File: config.mk
export PLATFORM = sky130hd
export DESIGN_NAME = three_wire_rtc_serial_master
export DESIGN_NICKNAME = d
export VERILOG_FILES = /design/src/rtl/twrtc_pkg.sv /design/src/rtl/three_wire_rtc_serial_master.sv
export SDC_FILE = /design/constraint.sdc
export NUM_CORES = 1
export LEC_CHECK = 0
export ABC_AREA = 1
export ABC_CLOCK_PERIOD_IN_PS = 1700
export BUFFER_PORTS_ARGS = -buffer_cell sky130_fd_sc_hd__buf_2
export CAP_MARGIN = 20
export CORE_MARGIN = 8
export CORE_UTILIZATION = 45
export CTS_CLUSTER_DIAMETER = 40
export CTS_CLUSTER_SIZE = 10
export DETAILED_ROUTE_END_ITERATION = 10
export PLACE_DENSITY = 0.69
export REMOVE_ABC_BUFFERS = 1
export SLEW_MARGIN = 20
export SYNTH_ARGS = -nofsm -noshare
export SYNTH_HDL_FRONTEND = slang
export SYNTH_SLANG_ARGS = --single-unit
File: constraint.sdc
create_clock -name clk_i -period 1.7 [get_ports clk_i]
set_input_delay 0.17 -clock clk_i [delete_from_list [all_inputs] [get_ports clk_i]]
set_output_delay 0.17 -clock clk_i [all_outputs]
set_load 0.005 [all_outputs]
File: src/rtl/twrtc_pkg.sv
// ----------------------------------------------------------------------------
// Three-wire RTC serial master package
// Operation codes, transaction stages, pin bundle and register indexes.
// ----------------------------------------------------------------------------
package twrtc_pkg;

  typedef enum logic [1:0] {
    OpSingleWrite = 2'd0,
    OpSingleRead  = 2'd1,
    OpBurstWrite  = 2'd2,
    OpBurstRead   = 2'd3
  } op_e;

  typedef enum logic [1:0] {
    StageClear = 2'd0,
    StageBurst = 2'd1,
    StageSet   = 2'd2
  } stage_e;

  typedef struct packed {
    logic drive;
    logic dout;
    logic sclk;
    logic ce;
  } pins_t;

  localparam int unsigned CfgIndexW = 2;

  typedef enum logic [CfgIndexW-1:0] {
    CfgBurstCommand   = 2'd0,
    CfgControlAddress = 2'd1
  } cfg_index_e;

  localparam logic [7:0] BurstCommandReset   = 8'd190;
  localparam logic [7:0] ControlAddressReset = 8'd142;
  localparam logic [7:0] WpClearByte         = 8'h00;
  localparam logic [7:0] WpSetByte           = 8'h80;

endpackage

File: src/rtl/three_wire_rtc_serial_master.sv
// Each accepted input transfer yields its registered result transfer in the cycle after it.
// Throughput: one item per cycle while results are taken; the result register frees as it is taken.
// Each tick item advances the serial waveform by one half bit.
// Reset clears all control state and drives all pins low with the line released.
// Configuration defaults after reset are 190 and 142.
// ----------------------------------------------------------------------------
// Three-wire RTC serial master
// Sequences command and data bytes LSB first on chip enable, serial clock and
// a bidirectional data line; burst writes are wrapped in write-protect writes.
// ----------------------------------------------------------------------------
module three_wire_rtc_serial_master #(
  parameter int unsigned BURST_BYTES = 8
) (
  input  logic                            clk_i,
  input  logic                            rst_ni,
  input  logic                            cfg_valid_i,
  output logic                            cfg_ready_o,
  input  logic [twrtc_pkg::CfgIndexW-1:0] cfg_index_i,
  input  logic [7:0]                      cfg_data_i,
  input  logic                            in_valid_i,
  output logic                            in_ready_o,
  input  logic                            kind_i,
  input  logic [1:0]                      operation_i,
  input  logic [7:0]                      address_i,
  input  logic [63:0]                     write_data_i,
  input  logic                            io_in_i,
  output logic                            out_valid_o,
  input  logic                            out_ready_i,
  output logic                            chip_enable_o,
  output logic                            serial_clock_o,
  output logic                            data_out_o,
  output logic                            data_drive_o,
  output logic [7:0]                      read_byte_o,
  output logic                            read_valid_o,
  output logic [2:0]                      read_index_o,
  output logic                            busy_res_o,
  output logic                            done_res_o
);
  import twrtc_pkg::*;

  localparam int unsigned ByteW = $clog2(BURST_BYTES + 2);
  localparam logic [ByteW-1:0] BurstLen = ByteW'(BURST_BYTES);
  localparam logic [ByteW-1:0] OneByte  = ByteW'(1);

  logic [7:0]       burst_cmd_q, ctrl_addr_q;
  logic             active_q, active_d;
  op_e              op_q, op_d;
  stage_e           stage_q, stage_d;
  logic             phase_q, phase_d;
  logic [2:0]       bit_q, bit_d;
  logic [ByteW-1:0] byte_q, byte_d, byte_inc, n_data;
  logic [7:0]       shift_q, shift_d, shift_in;
  logic [63:0]      buf_q, buf_d;
  logic [7:0]       addr_q, addr_d;
  pins_t            pins_q, pins_d;
  logic             is_read, reading;
  op_e              start_op;
  stage_e           start_stage, next_stage;
  logic [7:0]       rbyte, next_byte;
  logic             rvalid, done;
  logic [2:0]       rindex;
  logic             in_fire;

  logic             out_valid_q;
  pins_t            out_pins_q;
  logic [7:0]       out_rbyte_q;
  logic             out_rvalid_q, out_busy_q, out_done_q;
  logic [2:0]       out_rindex_q;

  assign cfg_ready_o = 1'b1;
  assign in_ready_o  = !out_valid_q || out_ready_i;
  assign in_fire     = in_valid_i && in_ready_o;

  assign is_read  = (op_q == OpSingleRead) || (op_q == OpBurstRead);
  assign reading  = is_read && (byte_q != '0);
  assign n_data   = ((op_q == OpBurstRead) || (op_q == OpBurstWrite && stage_q == StageBurst))
                    ? BurstLen : OneByte;
  assign byte_inc = byte_q + OneByte;
  assign shift_in = {io_in_i, shift_q[7:1]};
  assign start_op = op_e'(operation_i);
  assign start_stage = (start_op == OpBurstWrite) ? StageClear : StageBurst;
  assign next_stage  = stage_e'(stage_q + 2'd1);

  always_comb begin
    active_d  = active_q;
    op_d      = op_q;
    stage_d   = stage_q;
    phase_d   = phase_q;
    bit_d     = bit_q;
    byte_d    = byte_q;
    shift_d   = shift_q;
    buf_d     = buf_q;
    addr_d    = addr_q;
    pins_d    = pins_q;
    rbyte     = '0;
    rvalid    = 1'b0;
    rindex    = '0;
    done      = 1'b0;
    next_byte = buf_q[7:0];
    if (kind_i) begin
      if (!active_q) begin
        active_d = 1'b1;
        op_d     = start_op;
        stage_d  = start_stage;
        addr_d   = address_i;
        buf_d    = write_data_i;
        phase_d  = 1'b0;
        bit_d    = '0;
        byte_d   = '0;
        case (start_op)
          OpSingleWrite, OpSingleRead: shift_d = address_i;
          OpBurstRead:                 shift_d = burst_cmd_q + 8'd1;
          default:                     shift_d = ctrl_addr_q;
        endcase
        pins_d = '{drive: 1'b1, dout: 1'b0, sclk: 1'b0, ce: 1'b1};
      end
    end else if (active_q) begin
      if (byte_q <= n_data) begin
        if (!phase_q) begin
          if (reading) begin
            shift_d = shift_in;
            pins_d  = '{drive: 1'b0, dout: 1'b0, sclk: 1'b0, ce: 1'b1};
          end else begin
            shift_d = {1'b0, shift_q[7:1]};
            pins_d  = '{drive: 1'b1, dout: shift_q[0], sclk: 1'b0, ce: 1'b1};
          end
          phase_d = 1'b1;
        end else begin
          pins_d.ce   = 1'b1;
          pins_d.sclk = 1'b1;
          phase_d     = 1'b0;
          if (bit_q == 3'd7) begin
            if (reading) begin
              rbyte  = shift_q;
              rvalid = 1'b1;
              rindex = 3'(byte_q - OneByte);
            end
            bit_d  = '0;
            byte_d = byte_inc;
            case (stage_q)
              StageClear: next_byte = WpClearByte;
              StageSet:   next_byte = WpSetByte;
              default:    next_byte = buf_q[7:0];
            endcase
            if (byte_inc <= n_data) begin
              if (is_read) begin
                shift_d = '0;
              end else begin
                shift_d = next_byte;
                if (stage_q == StageBurst) begin
                  buf_d = {8'h00, buf_q[63:8]};
                end
              end
            end
          end else begin
            bit_d = bit_q + 3'd1;
          end
        end
      end else begin
        pins_d = '0;
        if (op_q == OpBurstWrite && stage_q != StageSet) begin
          stage_d = next_stage;
          phase_d = 1'b0;
          bit_d   = '0;
          byte_d  = '0;
          shift_d = (next_stage == StageBurst) ? burst_cmd_q : ctrl_addr_q;
        end else begin
          active_d = 1'b0;
          done     = 1'b1;
        end
      end
    end else begin
      pins_d = '0;
    end
  end

  always_ff @(posedge clk_i or negedge rst_ni) begin
    if (!rst_ni) begin
      burst_cmd_q  <= BurstCommandReset;
      ctrl_addr_q  <= ControlAddressReset;
      active_q     <= 1'b0;
      op_q         <= OpSingleWrite;
      stage_q      <= StageClear;
      phase_q      <= 1'b0;
      bit_q        <= '0;
      byte_q       <= '0;
      shift_q      <= '0;
      buf_q        <= '0;
      addr_q       <= '0;
      pins_q       <= '0;
      out_valid_q  <= 1'b0;
    end else begin
      if (cfg_valid_i && cfg_ready_o) begin
        case (cfg_index_i)
          CfgBurstCommand:   burst_cmd_q <= cfg_data_i;
          CfgControlAddress: ctrl_addr_q <= cfg_data_i;
          default: ;
        endcase
      end
      if (in_fire) begin
        active_q    <= active_d;
        op_q        <= op_d;
        stage_q     <= stage_d;
        phase_q     <= phase_d;
        bit_q       <= bit_d;
        byte_q      <= byte_d;
        shift_q     <= shift_d;
        buf_q       <= buf_d;
        addr_q      <= addr_d;
        pins_q      <= pins_d;
        out_valid_q <= 1'b1;
      end else if (out_ready_i) begin
        out_valid_q <= 1'b0;
      end
    end
  end

  always_ff @(posedge clk_i or negedge rst_ni) begin
    if (!rst_ni) begin
      out_pins_q   <= '0;
      out_rbyte_q  <= '0;
      out_rvalid_q <= 1'b0;
      out_rindex_q <= '0;
      out_busy_q   <= 1'b0;
      out_done_q   <= 1'b0;
    end else if (in_fire) begin
      out_pins_q   <= pins_d;
      out_rbyte_q  <= rbyte;
      out_rvalid_q <= rvalid;
      out_rindex_q <= rindex;
      out_busy_q   <= active_d;
      out_done_q   <= done;
    end
  end

  assign out_valid_o    = out_valid_q;
  assign chip_enable_o  = out_pins_q.ce;
  assign serial_clock_o = out_pins_q.sclk;
  assign data_out_o     = out_pins_q.dout;
  assign data_drive_o   = out_pins_q.drive;
  assign read_byte_o    = out_rbyte_q;
  assign read_valid_o   = out_rvalid_q;
  assign read_index_o   = out_rindex_q;
  assign busy_res_o     = out_busy_q;
  assign done_res_o     = out_done_q;

endmodule

==> results.sh <==
export IMPL_clk_latency_ps=410
export IMPL_htreeDepth=4
export IMPL_die_area_sq_um=19300
export IMPL_peakVddDrop_mv=0.738
export IMPL_fp_dieH_microns=139
export IMPL_worstPathRequired_ps=2000
export IMPL_ys_ff_latch=119
export IMPL_hold_end="ctrl_addr_q[1]"
export IMPL_synth_cells=927
export IMPL_area_delta_synth_final_pct=34.4
export IMPL_grt_use_total_pct=18.8
export IMPL_path_common_cell="nand2_1"
export IMPL_drt_first_pass_iters=4
export IMPL_synth_top_area_share_pct=40.1
export IMPL_mostFrequentLayoutCell="nand2_1"
export IMPL_clock_root_buffer="clkbuf_16"
export IMPL_rsz0062_at_grt="yes"
export IMPL_vias_per_cell=4.99
export IMPL_io_pins=112
export IMPL_antenna_left=0
export IMPL_drt_wl_total_microns=18700
export IMPL_start_util_pct=45.4
export IMPL_cts_buffers=17
export IMPL_critPathMaxStageDelay_ps=430
export IMPL_path_clk_slew_ps=50
export IMPL_clk_path_buf_depth=2
export IMPL_finalCritPeriodShare_pct=113
export IMPL_arrival_ps=2220
export IMPL_fp_dieW_microns=139
export IMPL_drive_gt1_share_pct=33.2
export IMPL_reg2reg_from="byte_q[0]"
export IMPL_path_max_fanout=12
export IMPL_p_leak_uw=0.00488
export IMPL_finalClockSkew_ps=6.68
export IMPL_hold_viol=0
export IMPL_cpMaxStageDelayCell="dfrtp_1"
export IMPL_crit_chain="ha_2 -> xnor2_2 -> nand2_1 -> o21ai_2 -> nand3_2 -> nand2_4 -> nand2_8 -> clkbuf_16 -> nand2_1 -> nand2_1"
export IMPL_grt_pass1_wl_microns=29900
export IMPL_seq_area_frac_synth_pct=44.0
export IMPL_gp_congestion=0.879
export IMPL_vias=6477
export IMPL_grt_start_max_net_pins=57
export IMPL_synth_area_leaders="dfrtp_1 40%, nand2_1 27%, nand3_1 4.7%"
export IMPL_outcome="finished with violations"
export IMPL_drtIter0Drc=347
export IMPL_synthFlopType="dfrtp_1"
export IMPL_worst_setup_path_end_kind="flip-flop"
export IMPL_antenna_found_initial=0
export IMPL_core_area_sq_um=15000
export IMPL_hpwl_microns=12400
export IMPL_p_total_uw=13000
export IMPL_num_rows=45
export IMPL_yosysWarnings=0
export IMPL_n_antenna_cell=0
export IMPL_synth_area_leader_cell="dfrtp_1"
export IMPL_worstSetupStartpoint="byte_q[0]"
export IMPL_drc_errors=0
export IMPL_grt_pass1_vias=6272
export IMPL_cp_start_kind="flip-flop"
export IMPL_hold_path_class="input port to flip-flop"
export IMPL_drv_slew=0
export IMPL_fmax_mhz=522
export IMPL_min_delay_start="cfg_data_i[1]"
export IMPL_cts_tree="yes"
export IMPL_drv_cap=0
export IMPL_slew_headroom_pct=65.2
export IMPL_nets=1199
export IMPL_gr_total_overflow=0
export IMPL_syn_area_sq_um=6800
export IMPL_final_cell_mix="434 x nand2_1, 109 x buf_2, 108 x dfrtp_1"
export IMPL_ys_types=39
export IMPL_avgSynthCellArea_sq_um=7.34
export IMPL_async_flop_share_pct=100
export IMPL_fin_crit_ps=1920
export IMPL_setup_ws_ps=-217
export IMPL_setup_viol=79
export IMPL_wl_per_cell_microns=14.4
export IMPL_ff2ff_path_depth=10
export IMPL_cts_sink_count=119
export IMPL_tightest_slew_ps=521
export IMPL_port_buffers=110
export IMPL_violations="negative setup slack"
export IMPL_whs_path_depth=3
export IMPL_synth_edf_count=0
export IMPL_power_density_nw_per_um2=1420
export IMPL_fin_tns_setup_ps=-12770
export IMPL_r2r_end="buf_q[47]"
export IMPL_ff2ff_setup_slack_ps=-220
export IMPL_crit_type="flip-flop to flip-flop"
critical path: cells and delay by family (launching register included):
family                   cells  cell delay, ps
flip-flops                   1             430
buffers and inverters        1             190
AND/OR/NAND/NOR              6             610
XOR/XNOR                     1             180
AO/OA/AOI/OAI                1             180
adder cells (fa/ha/maj)      1             210
sequential cells by signal, indices dropped and copies added, names as in the netlist:
name	count
bit_q	3
buf_q	64
burst_cmd_q	8
busy_res_o	1
byte_q	4
chip_enable_o	1
ctrl_addr_q	8
data_drive_o	1
data_out_o	1
done_res_o	1
op_q	2
out_valid_o	1
phase_q	1
read_byte_o	8
read_index_o	3
read_valid_o	1
serial_clock_o	1
shift_q	8
stage_q	2
through the flow:
stage | instances | area, sq um | hold slack, ps | setup WS, ps | utilization [%]
4_1_cts | 1292 | 8830 | 2.75 | -137 | 59.0
2_1_floorplan | 882 | 6470 | -126 | -2070 | -
6_report | 1298 | 9140 | 8.96 | -217 | 61.0
3_3_place_gp | 1233 | 7750 | 120 | -130 | 51.8
5_1_grt | 1298 | 9140 | 29.1 | -289 | 61.0
3_5_place_dp | 1233 | 7750 | 119 | -185 | 51.8
cell usage after synthesis (5+ instances only):
cell type and count:
buf_2 5, inv_1 56, dfstp_2 10, buf_6 9, dfrtp_1 109, nand3_2 32
clkbuf_1 20, nand2_1 486, o21ai_0 51, nor2_1 20, nand3_1 64, ha_1 11
logic make-up (layout without fill, tap and decap cells):
group | after synthesis | after routing | synth area share (%)
simple gates | 622 | 622 | 39.9
fa+ha+maj | 11 | 11 | 2.02
flops | 119 | 119 | 44.0
xor+xnor | 2 | 2 | 0.258
buf+inv | 105 | 288 | 8.22
other cells | 1 | 1 | 0.0551
mux | 1 | 1 | 0.147
compound gates | 66 | 66 | 5.45
worst max path at each step:
| stage | cells after the start | to |
|---|---|---|
| floorplan | 7 | buf_q[10] |
| global placement | 9 | buf_q[14] |
| detailed placement | 10 | buf_q[34] |
| CTS | 9 | buf_q[34] |
| global route | 10 | buf_q[44] |
| finish | 10 | buf_q[47] |
power breakdown:
part	switching [uW]	internal [uW]
Clock	1290	2330
Combinational	2710	2120
Sequential	709	3820
final cells by class:
cell class | count | area [sq um]
Sequential cell | 119 | 2990
Clock buffer | 19 | 443
Inverter | 60 | 233
Tap cell | 188 | 235
Clock inverter | 13 | 155
Multi-Input combinational cell | 703 | 3640
Timing Repair Buffer | 196 | 1450
Fill cell | 1330 | 5830
repair_timing:
| action | CTS | global route |
|---|---|---|
| hold buffers | 13 | 0 |
| pin swaps | 29 | 23 |
| buffers inserted | 15 | 5 |
| hold endpoints to repair | 35 | 0 |
| cloned | 1 | 2 |
| resized for setup | 74 | 80 |
| endpoints found under the setup margin | 95 | 97 |
per-layer routing:
| layer | part of all wire (%) | wire [microns] | track usage [%] |
|---|---|---|---|
| met3 | 4.9 | 918 | 5.06 |
| met2 | 51 | 9450 | 32.0 |
| met4 | 1.5 | 283 | 5.14 |
| met5 | 0 | 0 | 0 |
| met1 | 43 | 8010 | 23.1 |
Note: power is estimated with default switching activity, not from simulation.
